[src/rtl/nv12_to_i420_crop_converter_top_defines.svh]
// Assertion macros shared by the NV12 to I420 crop converter RTL.
// Included by the files that carry concurrent assertions; no other dependencies.
`ifndef NV12_TO_I420_CROP_CONVERTER_TOP_DEFINES_SVH
`define NV12_TO_I420_CROP_CONVERTER_TOP_DEFINES_SVH
`ifndef SYNTHESIS
// Check cons in the same cycle whenever ante holds
`define NVC_ASSERT_NOW(lbl, ante, cons) \
  lbl: assert property (@(posedge clk) disable iff (!rst_n) (ante) |-> (cons)) \
    else $error("nvc assertion failed");
// Check cons in the cycle after ante holds
`define NVC_ASSERT_NEXT(lbl, ante, cons) \
  lbl: assert property (@(posedge clk) disable iff (!rst_n) (ante) |=> (cons)) \
    else $error("nvc assertion failed");
`else
`define NVC_ASSERT_NOW(lbl, ante, cons)
`define NVC_ASSERT_NEXT(lbl, ante, cons)
`endif
`endif

[src/rtl/nvc_pkg.sv]
// Shared types, widths and codes for the NV12 to I420 crop converter.
// No dependencies; imported by every module of the block.
`timescale 1ns / 1ps
`default_nettype none
package nvc_pkg;

  localparam int MAX_DIM    = 4096;
  localparam int MAX_STRIDE = 8192;

  localparam int DIM_W    = 13;
  localparam int STRIDE_W = 14;
  localparam int BYTE_W   = 8;
  localparam int LOFF_W   = 24;
  localparam int COFF_W   = 22;
  localparam int CFG_IDX_W  = 3;
  localparam int CFG_DATA_W = 14;

  // Result queue sizing
  localparam int Q_DEPTH = 4;
  localparam int Q_PTR_W = $clog2(Q_DEPTH);
  localparam int Q_CNT_W = $clog2(Q_DEPTH + 1);

  // Configuration register indexes
  localparam logic [CFG_IDX_W-1:0] CFG_CODED_WIDTH   = 3'd0;
  localparam logic [CFG_IDX_W-1:0] CFG_FRAME_ROWS    = 3'd1;
  localparam logic [CFG_IDX_W-1:0] CFG_LUMA_STRIDE   = 3'd2;
  localparam logic [CFG_IDX_W-1:0] CFG_CHROMA_STRIDE = 3'd3;
  localparam logic [CFG_IDX_W-1:0] CFG_CROP_COLS     = 3'd4;
  localparam logic [CFG_IDX_W-1:0] CFG_CROP_ROWS     = 3'd5;

  // Destination plane codes
  localparam logic [1:0] PLANE_Y    = 2'd0;
  localparam logic [1:0] PLANE_U    = 2'd1;
  localparam logic [1:0] PLANE_V    = 2'd2;
  localparam logic [1:0] PLANE_NONE = 2'd3;

  // Frame status codes
  localparam logic [1:0] ST_OK    = 2'd0;
  localparam logic [1:0] ST_BAD   = 2'd1;
  localparam logic [1:0] ST_SHORT = 2'd2;

  typedef enum logic [1:0] {
    PH_LUMA   = 2'd0,
    PH_CHROMA = 2'd1,
    PH_DONE   = 2'd2
  } phase_t;

  // Configuration seen by the counter logic
  typedef struct packed {
    logic [DIM_W-1:0]    frame_rows;
    logic [STRIDE_W-1:0] luma_stride;
    logic [STRIDE_W-1:0] chroma_stride;
    logic [DIM_W-1:0]    crop_cols;
    logic [DIM_W-1:0]    crop_rows;
    logic                geo_ok;
  } cfg_t;

  // One result transaction
  typedef struct packed {
    logic [1:0]        plane;
    logic [LOFF_W-1:0] dest_offset;
    logic [BYTE_W-1:0] out_byte;
    logic              end_of_frame;
    logic [1:0]        status;
  } res_t;

endpackage
`default_nettype wire

[src/rtl/nvc_cfg.sv]
// Configuration registers and geometry check on their current values.
// Depends on nvc_pkg.
`timescale 1ns / 1ps
`default_nettype none
module nvc_cfg
  import nvc_pkg::*;
(
  input  wire logic                  clk,
  input  wire logic                  rst_n,
  input  wire logic                  wr_en,
  input  wire logic [CFG_IDX_W-1:0]  wr_index,
  input  wire logic [CFG_DATA_W-1:0] wr_data,
  output cfg_t                       cfg
);

  localparam logic [DIM_W-1:0]    MAX_DIM_V    = DIM_W'(MAX_DIM);
  localparam logic [STRIDE_W-1:0] MAX_STRIDE_V = STRIDE_W'(MAX_STRIDE);

  logic [DIM_W-1:0]    coded_width_r, frame_rows_r;
  logic [STRIDE_W-1:0] luma_stride_r, chroma_stride_r;
  logic [DIM_W-1:0]    crop_cols_r, crop_rows_r;
  logic                geo_ok;

  // Write the addressed register, ignore unknown indexes
  always_ff @(posedge clk) begin
    if (!rst_n) begin
      coded_width_r   <= '0;
      frame_rows_r    <= '0;
      luma_stride_r   <= '0;
      chroma_stride_r <= '0;
      crop_cols_r     <= '0;
      crop_rows_r     <= '0;
    end else if (wr_en) begin
      case (wr_index)
        CFG_CODED_WIDTH:   coded_width_r   <= wr_data[DIM_W-1:0];
        CFG_FRAME_ROWS:    frame_rows_r    <= wr_data[DIM_W-1:0];
        CFG_LUMA_STRIDE:   luma_stride_r   <= wr_data[STRIDE_W-1:0];
        CFG_CHROMA_STRIDE: chroma_stride_r <= wr_data[STRIDE_W-1:0];
        CFG_CROP_COLS:     crop_cols_r     <= wr_data[DIM_W-1:0];
        CFG_CROP_ROWS:     crop_rows_r     <= wr_data[DIM_W-1:0];
        default: ;
      endcase
    end
  end

  // Validate geometry: nonzero even sizes up to MAX_DIM, crop inside coded size, strides in range
  always_comb begin
    geo_ok = 1'b1;
    if (coded_width_r == '0 || frame_rows_r == '0) geo_ok = 1'b0;
    if (crop_cols_r == '0 || crop_rows_r == '0) geo_ok = 1'b0;
    if (coded_width_r[0] | frame_rows_r[0] | crop_cols_r[0] | crop_rows_r[0])
      geo_ok = 1'b0;
    if (crop_cols_r > coded_width_r || crop_rows_r > frame_rows_r)
      geo_ok = 1'b0;
    if (luma_stride_r < STRIDE_W'(coded_width_r) || chroma_stride_r < STRIDE_W'(coded_width_r))
      geo_ok = 1'b0;
    if (coded_width_r > MAX_DIM_V || frame_rows_r > MAX_DIM_V) geo_ok = 1'b0;
    if (luma_stride_r > MAX_STRIDE_V || chroma_stride_r > MAX_STRIDE_V) geo_ok = 1'b0;
  end

  assign cfg.frame_rows    = frame_rows_r;
  assign cfg.luma_stride   = luma_stride_r;
  assign cfg.chroma_stride = chroma_stride_r;
  assign cfg.crop_cols     = crop_cols_r;
  assign cfg.crop_rows     = crop_rows_r;
  assign cfg.geo_ok        = geo_ok;

endmodule
`default_nettype wire

[src/rtl/nvc_ctr.sv]
// Source position counters and write/status generation for each source byte.
// Depends on nvc_pkg and the assertion macro header.
`timescale 1ns / 1ps
`default_nettype none
`include "nv12_to_i420_crop_converter_top_defines.svh"
module nvc_ctr
  import nvc_pkg::*;
(
  input  wire logic              clk,
  input  wire logic              rst_n,
  input  wire logic              acc,
  input  wire logic [BYTE_W-1:0] pixel_byte,
  input  wire logic              is_final,
  input  cfg_t                   cfg,
  output logic [1:0]             nres,
  output res_t                   res0,
  output res_t                   res1
);

  phase_t              phase_r, phase_nxt;
  logic [DIM_W-1:0]    row_r, row_nxt;
  logic [DIM_W-1:0]    col_r, col_nxt;
  logic [LOFF_W-1:0]   luma_dest_r, luma_dest_nxt;
  logic [COFF_W-1:0]   chroma_dest_r, chroma_dest_nxt;

  logic [STRIDE_W-1:0] col_inc;
  logic [DIM_W:0]      row_inc;
  logic [DIM_W-1:0]    half_ch, half_vh;
  logic                wr_vld;
  res_t                wr_res, st_res;

  assign col_inc = STRIDE_W'(col_r) + STRIDE_W'(1);
  assign row_inc = (DIM_W+1)'(row_r) + (DIM_W+1)'(1);
  assign half_ch = cfg.frame_rows >> 1;
  assign half_vh = cfg.crop_rows >> 1;

  // Place the byte, build the write and advance the counters
  always_comb begin
    phase_nxt       = phase_r;
    row_nxt         = row_r;
    col_nxt         = col_r;
    luma_dest_nxt   = luma_dest_r;
    chroma_dest_nxt = chroma_dest_r;
    wr_vld          = 1'b0;
    wr_res          = '0;
    wr_res.out_byte = pixel_byte;
    if (cfg.geo_ok) begin
      case (phase_r)
        PH_LUMA: begin
          if (row_r < cfg.crop_rows && col_r < cfg.crop_cols) begin
            wr_vld             = 1'b1;
            wr_res.plane       = PLANE_Y;
            wr_res.dest_offset = luma_dest_r;
            luma_dest_nxt      = luma_dest_r + LOFF_W'(1);
          end
          col_nxt = col_inc[DIM_W-1:0];
          if (col_inc >= cfg.luma_stride) begin
            col_nxt = '0;
            row_nxt = row_inc[DIM_W-1:0];
            if (row_inc >= (DIM_W+1)'(cfg.frame_rows)) begin
              row_nxt   = '0;
              phase_nxt = PH_CHROMA;
            end
          end
        end
        PH_CHROMA: begin
          if (row_r < half_vh && col_r < cfg.crop_cols) begin
            wr_vld             = 1'b1;
            wr_res.dest_offset = LOFF_W'(chroma_dest_r);
            if (col_r[0]) begin
              wr_res.plane    = PLANE_V;
              chroma_dest_nxt = chroma_dest_r + COFF_W'(1);
            end else begin
              wr_res.plane = PLANE_U;
            end
          end
          col_nxt = col_inc[DIM_W-1:0];
          if (col_inc >= cfg.chroma_stride) begin
            col_nxt = '0;
            row_nxt = row_inc[DIM_W-1:0];
            if (row_inc >= (DIM_W+1)'(half_ch)) begin
              row_nxt   = '0;
              phase_nxt = PH_DONE;
            end
          end
        end
        default: ;
      endcase
    end

    // Status transaction on the last byte
    st_res              = '0;
    st_res.plane        = PLANE_NONE;
    st_res.end_of_frame = 1'b1;
    if (!cfg.geo_ok) begin
      st_res.status = ST_BAD;
    end else if (phase_nxt == PH_DONE) begin
      st_res.status = ST_OK;
    end else begin
      st_res.status = ST_SHORT;
    end

    // Write goes out ahead of status
    nres = 2'(wr_vld) + 2'(is_final);
    res0 = wr_vld ? wr_res : st_res;
    res1 = st_res;

    // Drop all position state after the last byte
    if (is_final) begin
      phase_nxt       = PH_LUMA;
      row_nxt         = '0;
      col_nxt         = '0;
      luma_dest_nxt   = '0;
      chroma_dest_nxt = '0;
    end
  end

  // Advance state only on an accepted transaction
  always_ff @(posedge clk) begin
    if (!rst_n) begin
      phase_r       <= PH_LUMA;
      row_r         <= '0;
      col_r         <= '0;
      luma_dest_r   <= '0;
      chroma_dest_r <= '0;
    end else if (acc) begin
      phase_r       <= phase_nxt;
      row_r         <= row_nxt;
      col_r         <= col_nxt;
      luma_dest_r   <= luma_dest_nxt;
      chroma_dest_r <= chroma_dest_nxt;
    end
  end

  `NVC_ASSERT_NEXT(a_final_clears, acc && is_final,
    phase_r == PH_LUMA && row_r == '0 && col_r == '0 && luma_dest_r == '0)
  `NVC_ASSERT_NEXT(a_bad_geo_holds, acc && !is_final && !cfg.geo_ok,
    $stable(row_r) && $stable(col_r) && $stable(luma_dest_r) && $stable(chroma_dest_r))
  `NVC_ASSERT_NOW(a_no_write_when_done, phase_r == PH_DONE, !wr_vld)

endmodule
`default_nettype wire

[src/rtl/nvc_outq.sv]
// Small result queue: takes up to two results per cycle, hands out one.
// Depends on nvc_pkg and the assertion macro header.
`timescale 1ns / 1ps
`default_nettype none
`include "nv12_to_i420_crop_converter_top_defines.svh"
module nvc_outq
  import nvc_pkg::*;
(
  input  wire logic       clk,
  input  wire logic       rst_n,
  input  wire logic [1:0] push_n,
  input  res_t            push0,
  input  res_t            push1,
  output logic            space_ok,
  output logic            deq_valid,
  input  wire logic       deq_ready,
  output res_t            deq_data
);

  res_t               mem [Q_DEPTH];
  logic [Q_PTR_W-1:0] wr_ptr_r, wr_ptr_nxt;
  logic [Q_PTR_W-1:0] rd_ptr_r, rd_ptr_nxt;
  logic [Q_CNT_W-1:0] cnt_r, cnt_nxt;
  logic [Q_PTR_W-1:0] wr_ptr_p1;
  logic               pop;

  assign wr_ptr_p1 = wr_ptr_r + Q_PTR_W'(1);
  assign pop       = deq_valid && deq_ready;
  assign deq_valid = cnt_r != '0;
  assign deq_data  = mem[rd_ptr_r];
  assign space_ok  = cnt_r <= Q_CNT_W'(Q_DEPTH - 2);

  // Store incoming results
  always_ff @(posedge clk) begin
    if (push_n != 2'd0) begin
      mem[wr_ptr_r] <= push0;
    end
    if (push_n == 2'd2) begin
      mem[wr_ptr_p1] <= push1;
    end
  end

  // Advance pointers and occupancy
  always_comb begin
    wr_ptr_nxt = wr_ptr_r + Q_PTR_W'(push_n);
    rd_ptr_nxt = rd_ptr_r + Q_PTR_W'(pop);
    cnt_nxt    = cnt_r + Q_CNT_W'(push_n) - Q_CNT_W'(pop);
  end

  always_ff @(posedge clk) begin
    if (!rst_n) begin
      wr_ptr_r <= '0;
      rd_ptr_r <= '0;
      cnt_r    <= '0;
    end else begin
      wr_ptr_r <= wr_ptr_nxt;
      rd_ptr_r <= rd_ptr_nxt;
      cnt_r    <= cnt_nxt;
    end
  end

  `NVC_ASSERT_NOW(a_cnt_bound, 1'b1, cnt_r <= Q_CNT_W'(Q_DEPTH))
  `NVC_ASSERT_NOW(a_no_overflow, push_n != 2'd0, cnt_r <= Q_CNT_W'(Q_DEPTH - 2))
  `NVC_ASSERT_NOW(a_ptr_track, 1'b1,
    (wr_ptr_r - rd_ptr_r) == cnt_r[Q_PTR_W-1:0])

endmodule
`default_nettype wire

[src/rtl/nv12_to_i420_crop_converter_top.sv]
// Top level of the NV12 to cropped I420 stream converter.
// Depends on nvc_pkg, nvc_cfg, nvc_ctr and nvc_outq.
`timescale 1ns / 1ps
`default_nettype none
// The converter takes one NV12 source byte per clock and emits Y/U/V write
// transactions for bytes inside the visible window, plus a status transaction
// (plane 3, end_of_frame set) on the byte marked final. Each accepted byte is
// placed by incremental row/column counters combinationally and its results
// land in a 4-entry result queue; in_ready is high while that queue has two
// free slots, so the block sustains one byte per clock as long as the sink
// takes one result per clock. A final byte that is also a write yields two
// results, the write ahead of the status. Configuration must be written
// while the block is idle; the geometry check works on the register values
// directly, so a byte accepted right after the last write already sees it.
// No clearing pass follows reset.
module nv12_to_i420_crop_converter_top
  import nvc_pkg::*;
(
  input  wire logic                  clk,
  input  wire logic                  rst_n,
  input  wire logic                  in_valid,
  output logic                       in_ready,
  input  wire logic [BYTE_W-1:0]     in_pixel_byte,
  input  wire logic                  in_is_final,
  output logic                       out_valid,
  input  wire logic                  out_ready,
  output logic [1:0]                 out_plane,
  output logic [LOFF_W-1:0]          out_dest_offset,
  output logic [BYTE_W-1:0]          out_out_byte,
  output logic                       out_end_of_frame,
  output logic [1:0]                 out_status,
  input  wire logic                  cfg_wr_en,
  input  wire logic [CFG_IDX_W-1:0]  cfg_index,
  input  wire logic [CFG_DATA_W-1:0] cfg_wdata
);

  cfg_t       cfg;
  logic       in_acc;
  logic [1:0] nres;
  logic [1:0] push_n;
  res_t       res0, res1, deq_data;

  assign in_acc = in_valid && in_ready;
  assign push_n = in_acc ? nres : 2'd0;

  nvc_cfg u_cfg (
    .clk      (clk),
    .rst_n    (rst_n),
    .wr_en    (cfg_wr_en),
    .wr_index (cfg_index),
    .wr_data  (cfg_wdata),
    .cfg      (cfg)
  );

  nvc_ctr u_ctr (
    .clk        (clk),
    .rst_n      (rst_n),
    .acc        (in_acc),
    .pixel_byte (in_pixel_byte),
    .is_final   (in_is_final),
    .cfg        (cfg),
    .nres       (nres),
    .res0       (res0),
    .res1       (res1)
  );

  nvc_outq u_outq (
    .clk       (clk),
    .rst_n     (rst_n),
    .push_n    (push_n),
    .push0     (res0),
    .push1     (res1),
    .space_ok  (in_ready),
    .deq_valid (out_valid),
    .deq_ready (out_ready),
    .deq_data  (deq_data)
  );

  // Unpack the head result onto the ports
  assign out_plane        = deq_data.plane;
  assign out_dest_offset  = deq_data.dest_offset;
  assign out_out_byte     = deq_data.out_byte;
  assign out_end_of_frame = deq_data.end_of_frame;
  assign out_status       = deq_data.status;

endmodule
`default_nettype wire

[config.mk]
export PLATFORM = sky130hd
export DESIGN_NAME = nv12_to_i420_crop_converter_top
export DESIGN_NICKNAME = d
export VERILOG_FILES = /design/src/rtl/nvc_pkg.sv /design/src/rtl/nvc_cfg.sv /design/src/rtl/nvc_ctr.sv /design/src/rtl/nvc_outq.sv /design/src/rtl/nv12_to_i420_crop_converter_top.sv
export VERILOG_INCLUDE_DIRS = /design/src /design/src/rtl
export SDC_FILE = /design/constraint.sdc
export NUM_CORES = 1
export LEC_CHECK = 0
export ABC_AREA = 1
export BUFFER_PORTS_ARGS = -buffer_cell sky130_fd_sc_hd__buf_4
export CELL_PAD_IN_SITES_DETAIL_PLACEMENT = 1
export CELL_PAD_IN_SITES_GLOBAL_PLACEMENT = 1
export CORE_UTILIZATION = 45
export CTS_CLUSTER_SIZE = 16
export DETAILED_ROUTE_END_ITERATION = 10
export GPL_TIMING_DRIVEN = 0
export MAX_ROUTING_LAYER = met4
export PLACE_DENSITY = 0.84
export SLEW_MARGIN = 40
export SYNTH_ARGS = -nofsm -noshare
export SYNTH_HDL_FRONTEND = slang
export SYNTH_SLANG_ARGS = --single-unit
[constraint.sdc]
create_clock -name clk -period 10.25 [get_ports clk]
set_clock_uncertainty 0.1 [all_clocks]
set_input_delay 0.5125 -clock clk [delete_from_list [all_inputs] [get_ports clk]]
set_output_delay 0.5125 -clock clk [all_outputs]
set_load 0.005 [all_outputs]
# Word level (Yosys, flattened, before mapping)

Memories as Yosys holds them, arrays and structs flattened. A register that Yosys moved wholly into a read port is not among the register bits.
Index checks and enable logic that the tools add are counted.
W data, S select, Z words.

RAM bits: 148
Memories kept: 1
Flip-flop bits (word level): 161

Add/subtract/negate cells: 10
Eq/ne operators: 10
$lt $le $gt $ge: 16
Multiplexer cells: 53
Bitwise logic cells: 3
Reduce and logical (&&, ||, !) cells: 35

Memory list:

| memory     | depth | width | rd ports | clocked after memory_dff | write ports | line           | RTL |
|---|---|---|---|---|---|---|---|
| u_outq.mem | 4     | 37    | 1        | 1                        | 2           | nvc_outq.sv:20 | `res_t mem [Q_DEPTH];` |

Operators with widths:

| operator                | count |
|---|---|
| $mux W13                | 10 |
| $mux W24                | 5 |
| $mux W22                | 5 |
| $logic_not A13 Y1       | 4 |
| $mux W26                | 2 |
| $pmux W13 S2            | 2 |
| $pmux W26 S2            | 1 |
| $mux W37                | 1 |
| $add A13 B1 Y14 const B | 2 |
| $ge A14 B14 Y1          | 2 |
| $gt A14 B14 Y1 const B  | 2 |
| $lt A14 B13 Y1          | 2 |
| $gt A13 B13 Y1          | 2 |
| $gt A13 B13 Y1 const B  | 2 |
| $lt A13 B13 Y1          | 2 |
| $add A24 B1 Y24 const B | 1 |
| $add A22 B1 Y22 const B | 1 |
| $mux W2                 | 11 |
| $ge A14 B12 Y1          | 1 |
| $ge A14 B13 Y1          | 1 |
| $mux W1                 | 14 |
| $reduce_bool A2 Y1      | 7 |
| $lt A13 B12 Y1          | 1 |
| $reduce_and A2 Y1       | 6 |
| 24 further kinds        | 40 |

# Logic depth before layout (Yosys ltp)

Gate-level depths: netlist of run 1.

Depth after elaboration: 15
Gate-level depth with buffers: 26

# Hierarchy

Synthesis of run 1 repeated with hierarchy kept, for this count alone.

Cells, all modules: 2639
Area total of the unflattened synthesis: 19859.0 um2

By module, submodules not included:

| module                          | sequential area each (um2) | area an instance (um2) | cells each | instances |
|---|---|---|---|---|
| nvc_outq                        | 4584.4                     | 7813.7                 | 781        | 1 |
| nvc_ctr                         | 1481.4                     | 7622.3                 | 1233       | 1 |
| nvc_cfg                         | 1601.5                     | 4400.5                 | 619        | 1 |
| nv12_to_i420_crop_converter_top | 0.0                        | 22.5                   | 6          | 1 |

# Worst setup path before layout of run 1

No wires, ideal clock.

Path type: register -> register
From: reg u_cfg.crop_rows_r[4]
To: mem u_outq.mem[0][16] (netlist bit)
Period minus slack after synthesis: 3.300 ns
Cell stages (with the launch flop): 24
Path buffers: 1
Required time: 10.022 ns
Arrival: 3.073 ns
Setup slack: 6.950 ns
Cell sequence: dfxtp_1 inv_1 ha_1 nand2_1 inv_1 o21ai_0 nand3_1 nand2_1 a21oi_1 nand2b_1 nand2_1 nand2_1 inv_2 ha_1 inv_1 nor2_1 nor2_1 nor3_1 inv_2 nand2_1 inv_2 buf_4 nand2_1 o21ai_1

RTL lines:

| element                | line           | RTL |
|---|---|---|
| from (decl)            | nvc_cfg.sv:21  | `logic [DIM_W-1:0] crop_cols_r, crop_rows_r;` |
| from (signal assigned) | nvc_cfg.sv:40  | `CFG_CROP_ROWS: crop_rows_r <= wr_data[DIM_W-1:0];` |
| to (decl)              | nvc_outq.sv:20 |  |

==> out/results.tsv, run 1 <==
metric	value	unit
tns	0	ps
drc_errors	0	
worstPathMaxFanout	10	
setup_viol	0	
synthCells	2477	
antenna_found_initial	0	
routed_wl	62400	um
critPathArrivalTime	5040	ps
ctsResizeCount	0	
ir_drop	0.000122	V
die_area	39700	um^2
max_freq	212	MHz
clk_root_buffer_cell	clkbuf_16	
clock_sinks	309	
synth-seq-area-share	35.8	%
synth_cell_types	45	
gp_congestion	0.977	
worst_setup_path_start_kind	flop	
vias	17700	
postRouteAntennaNets	0	
synth_fp_nets	2657	
cts_hold_buffers	0	
slew-limit-headroom	48.1	%
cts_max_level	2	
numCtsBuffers	37	
synth.area.top_cells	dfxtp_1 34%, ha_1 11%, nand2_1 10%, o21ai_0 6.7%, nor2_1 5.9%	
nets	2764	
yosysWarnings	0	
rows	71	
synth-async-reset-ratio	0	%
final_cell_mix	478 x nand2_1, 301 x dfxtp_1, 274 x nor2_1	
grt_use_total	32.7	%
cts_buffer_depth	3	
overflow	0	
hold_viol	0	
netlist_area	17500	um^2
avgSynthCellArea	7.07	um^2
grt_pass1_vias	18300	
worst_pin_slew	779	ps
dp_hpwl	47200	um
period_minus_slack	4710	ps
path_common_cell	nand2_1	
r2r_setup_slack	5540	ps
max_cap_viol_count	0	
path_cells	inv_1 > ha_1 > a21oi_1 > o21ai_1 > a21oi_1 > nand2_2 > nor2_4 > nand2_4 > nand2_1 > nand2_1 > inv_2 > ha_1 > inv_1 > nor2_1 > nor2_1 > nor3_1 > inv_2 > nand2_1 > inv_2 > buf_4 > nand2_1 > o21ai_1	
required	10580	ps
pwr_density_cell	189	nW/um^2
synth_edf_count	8	
final_common_cell	nand2_1	
drive_gt1_share	7.86	%
synth_top_area_share	34.4	%
period_share	45.9	%
finalPower	3.74	mW
port_buffers	68	
nFillCells	5009	
status	finished clean	
rsz0062_at_grt	no	
viasPerCell	5.67	
syn_to_final_growth	13.2	%
grt_max_degree	13	
hp-class	in2reg	
drtPass1Iterations	5	
insertedDiodeCount	0	
criticalPathCategory	reg2reg	
coreArea	37900	um^2
num_io_pins	70	
cts_tree	built	
ys_seq_elements	309	
grt_pass1_wl	98000	um
clk_latency	570	ps
endpoint_kind	flop	
routedWlPerCell	20.0	um
crit_slowest_cell	nor3_1	
cpPeakStageDelay	390	ps
post_cts_buffers	0	
drtIter0Drc	1180	
fp.dieH	199	um
power_leakage	8.41	nW
synthFlopType	dfxtp_1	
initial_utilization	46.1	%
clkSlewWorstSetupHoldPaths	60	ps
dieWidth	199	um
drv_slew	0	
synth_top_area_cell	dfxtp_1	
-- through the flow --
stage | worst slack (ps) | cell area (um^2) | cells | hold slack [ps] | util, %
6_report | 5540 | 19800 | 3120 | 160 | 52.2
4_1_cts | 5540 | 19800 | 3120 | 139 | 52.2
3_3_place_gp | 5760 | 18700 | 3056 | 332 | 49.2
3_5_place_dp | 5570 | 18700 | 3056 | 340 | 49.2
2_1_floorplan | 6950 | 17500 | 2477 | 322 | -
5_1_grt | 5150 | 19800 | 3120 | 178 | 52.2
-- cell families (layout without fill, tap and decap cells) --
family	after synthesis	in the layout	synth area share [%]
and+or+nand+nor	1007	1007	24.5
AOI/OAI and AO/OA	609	609	18.2
buffers and inverters	353	485	8.25
DFF	309	309	35.8
adders and majority gates	149	149	10.7
xor gates and xnor gates	50	50	2.50
-- flip-flops by register name (all words and copies together) (netlist names), 14 cells and up --
register	flops
u_cfg.luma_stride_r	14
u_cfg.chroma_stride_r	14
u_outq.mem	148
u_ctr.chroma_dest_r	22
u_ctr.luma_dest_r	24
-- report_power, final --
group          internal, mW  switching [mW]  leakage, nW  total [mW]
Clock                 0.746           0.545        0.572        1.29
Combinational         0.403           0.738         5.34        1.14
Sequential             1.26          0.0524         2.50        1.31
Total                  2.41            1.34         8.41        3.74
-- worst max-delay path, delay by kind of cell (launching register included) --
family,cells,cell delay (ps)
simple gates,10,2110
fa+ha+maj,2,550
compound gates,4,460
flops,1,330
buf+inv,6,1010
-- cells in the mapped netlist (2+ instances only) --
cell type,n
nor4_1,9
nand3_2,2
xor2_1,39
o211ai_1,2
nand2_2,7
nor2_2,7
ha_1,148
inv_1,224
o21a_1,2
o21bai_1,16
dfxtp_1,301
clkbuf_1,72
buf_2,14
xnor2_1,11
nor2_4,2
buf_6,7
buf_4,7
nand4_1,31
inv_2,21
o21ai_0,235
buf_8,2
buf_1,4
nor3b_1,2
nand3_1,133
nor2_1,274
o22ai_1,46
and2_1,11
edfxtp_1,8
o21ai_1,103
nand2_4,11
a21boi_0,3
nor3_1,35
a21oi_1,195
clkinv_1,2
nand2_1,478
a21o_1,4
-- layer usage --
layer / up-vias / share of wire, % / global-route usage, %
li1: 8465 / - / -
met1: 8638 / 43 / 39.2
met2: 438 / 48 / 55.6
met3: 137 / 4.5 / 3.71
met4: 0 / 3.5 / 13.4
met5: - / 0 / -
-- cell type report --
type	count	area [um^2]	share of cell area, %
Clock buffer	54	1060	5.35
Timing Repair Buffer	68	510	2.58
Tap cell	511	639	3.23
Buffer	106	517	2.61
Clock inverter	10	103	0.518
Inverter	247	927	4.68
Multi-Input combinational cell	1815	9790	49.4
Sequential cell	309	6270	31.6
-- worst paths after layout --
kind              cells past startpoint            startpoint                 to
hold reg to reg                       2     u_outq.mem[1][29]  u_outq.mem[1][29]
setup / recovery                     22  u_cfg.crop_cols_r[8]  u_outq.mem[1][22]
setup reg to reg                     22  u_cfg.crop_cols_r[8]  u_outq.mem[1][22]
hold / removal                        3      in_pixel_byte[4]   u_outq.mem[3][7]
(Power assumes the default switching activity.)
==> inputs of run 2 (changes only) <==
--- a/config.mk
+++ b/config.mk
@@ -10,12 +10,12 @@
 export BUFFER_PORTS_ARGS = -buffer_cell sky130_fd_sc_hd__buf_4
 export CELL_PAD_IN_SITES_DETAIL_PLACEMENT = 1
 export CELL_PAD_IN_SITES_GLOBAL_PLACEMENT = 1
-export CORE_UTILIZATION = 45
+export CORE_UTILIZATION = 41
 export CTS_CLUSTER_SIZE = 16
 export DETAILED_ROUTE_END_ITERATION = 10
 export GPL_TIMING_DRIVEN = 0
 export MAX_ROUTING_LAYER = met4
-export PLACE_DENSITY = 0.84
+export PLACE_DENSITY = 0.81
 export SLEW_MARGIN = 40
 export SYNTH_ARGS = -nofsm -noshare
 export SYNTH_HDL_FRONTEND = slang
==> constraint.sdc (replaced) <==
create_clock -name clk -period 3.9 [get_ports clk]
set_clock_uncertainty 0.1 [all_clocks]
set_input_delay 0.195 -clock clk [delete_from_list [all_inputs] [get_ports clk]]
set_output_delay 0.195 -clock clk [all_outputs]
set_load 0.005 [all_outputs]
==> out/results.tsv, run 2 (synthesis gave the netlist of run 1 again) <==
metric	value	unit	change
numCtsBuffers	37		unchanged
setup_ws	184	ps	-5360 ps
final_cell_mix	468 x nand2_1, 297 x dfxtp_1, 264 x nor2_1		
ir_drop	0.000325	V	+170%
clock_sinks	309		unchanged
min_path_cells	6		+3
max_cap_viol_count	0		unchanged
clk_root_buffer_cell	clkbuf_16		
insertedDiodeCount	0		unchanged
rows	75		+5.6%
max_freq	269	MHz	+27%
die_area	43500	um^2	+9.7%
largest_register_ffs	148		unchanged
critPathArrivalTime	4050	ps	-990 ps
antenna_found_initial	0		unchanged
drtPass1Iterations	5		unchanged
grt_pass1_wl	99200	um	+1.3%
routed_wl	62800	um	+0.68%
drc_errors	0		unchanged
r2r_setup_slack	180	ps	-5360 ps
drive_gt1_share	11.1	%	+3.2 points
grt_max_degree	15		+2
dp_slack	-713	ps	-6280 ps
endpoint_kind	flop		
r2r_cells	25		+14%
clkSlewWorstSetupHoldPaths	60	ps	about the same
dp_hpwl	46700	um	-1.0%
gp_congestion	0.955		-2.2%
dieWidth	209	um	+4.7%
hp-class	in2reg		
initial_utilization	41.6	%	-4.5 points
period_share	95.3	%	+49 points
r2r-end	u_outq.mem[0][8]		
largest_register	u_outq.mem		
largestRegisters	u_outq.mem: 148 flops, u_ctr.luma_dest_r: 24 flops, u_ctr.chroma_dest_r: 22 flops		
status	finished clean		
overflow	0		unchanged
syn_to_final_growth	17.9	%	
pwr_density_cell	499	nW/um^2	+160%
min_from	cfg_index[0]		
drv_slew	0		unchanged
vias	17600		-0.30%
port_buffers	68		unchanged
setup_viol	0		unchanged
drtIter0Drc	952		-19%
placed_cells	3084		+0.92%
postPlaceCellArea	18700	um^2	+0.19%
viasPerCell	5.53		-2.5%
slew-limit-headroom	42.4	%	-5.7 points
finalInstanceArea	20600	um^2	+4.2%
num_io_pins	70		unchanged
period_minus_slack	3720	ps	-993 ps
cts_tree	built		
fp.dieH	209	um	+4.7%
power_leakage	8.76	nW	+4.1%
worst_setup_path_start_kind	flop		
worstPathMaxFanout	10		unchanged
nFillCells	5379		+7.4%
nets	2801		+1.3%
r2r_start	u_cfg.coded_width_r[12]		
coreArea	42000	um^2	+11%
cts_max_level	2		unchanged
routedWlPerCell	19.7	um	-1.5%
postRouteAntennaNets	0		unchanged
grt_use_total	29.6	%	-3.1 points
final_common_cell	nand2_1		
hold_path_end	u_cfg.coded_width_r[0]		
criticalPathCategory	reg2reg		
hold_viol	0		unchanged
clk_latency	570	ps	about the same
grt_pass1_vias	18400		+0.83%
cts_buffer_depth	3		unchanged
worst_pin_slew	865	ps	+86.1 ps
required	4230	ps	-6350 ps
final_cells	3189		+2.2%
-- run 2: final cells by class --
class / instances / area, um^2 / area share (%)
multi-input combinational: 1815 / 10000 / 48.6
clock inverter: 16 / 194 / 0.940
buffer: 105 / 549 / 2.66
sequential: 309 / 6270 / 30.4
tap: 539 / 674 / 3.27
timing repair buffer: 106 / 851 / 4.12
inverter: 247 / 952 / 4.61
clock buffer: 52 / 1110 / 5.40
-- run 2: worst max path at each step --
stage                                        from                end  slack [ps]  cells after the start
final                     u_cfg.coded_width_r[12]   u_outq.mem[0][8]         180                     25
after global routing        u_cfg.crop_cols_r[12]  u_outq.mem[2][29]         -50                     24
after CTS                    u_cfg.crop_rows_r[3]   u_outq.mem[3][0]         -70                     23
after detailed placement     u_cfg.crop_rows_r[4]  u_outq.mem[0][22]        -710                     23
after global placement      u_cfg.crop_cols_r[12]  u_outq.mem[0][17]        -620                     22
after floorplan              u_cfg.crop_rows_r[4]  u_outq.mem[0][16]         600                     23
-- run 2: routing by layer --
layer	vias up	wire length, um	GRT usage, %
met5	-	0	-
li1	8529	-	-
met2	352	30900	51.1
met1	8633	28000	36.2
met4	0	1640	8.82
met3	111	2280	3.31
-- run 2: repair_timing --
item,4_1_cts,5_1_grt
setup buffers,4,10
gates resized for setup,27,79
pin swaps,2,15
endpoints found under the setup margin,181,184
hold endpoints to repair,113,0
gates cloned,0,1
hold buffers,23,0
-- run 2: through the flow --
stage          setup TNS, ps  utilization, %  total power, mW  hold slack (ps)
4_1_cts                -1660            48.4             10.3            0.907
6_report                   0            49.1             10.3             21.2
5_1_grt                 -871            49.1             10.8             86.8
3_3_place_gp          -76770            44.4             6.34              334
3_5_place_dp          -90860            44.4             6.47              342
2_1_floorplan              0               -             5.28              230
-- run 2: worst max-delay path, cell delays in order, from the launching register on --
cell and delay [ps]:
dfxtp_1 350, inv_2 100, ha_1 310, nand2_1 70, inv_1 70, nand3_1 100, nor2_1 200, nand3_1 90
nand2_1 70, nand3_1 150, nor2_4 210, nand2_4 110, inv_6 110, ha_1 140, inv_1 60, nor2_4 150
inv_1 90, nor2_1 120, inv_2 110, nor3_4 180, inv_1 110, nand2_4 120, inv_4 90, buf_6 150
nand2_1 80, o21ai_0 110
-- run 2: report_power, final --
| part | switching, mW | internal (mW) | leakage, nW |
|---|---|---|---|
| Sequential | 0.140 | 3.31 | 2.51 |
| Clock | 1.50 | 2.21 | 0.646 |
| Combinational | 2.01 | 1.14 | 5.61 |
| Total | 3.64 | 6.66 | 8.76 |
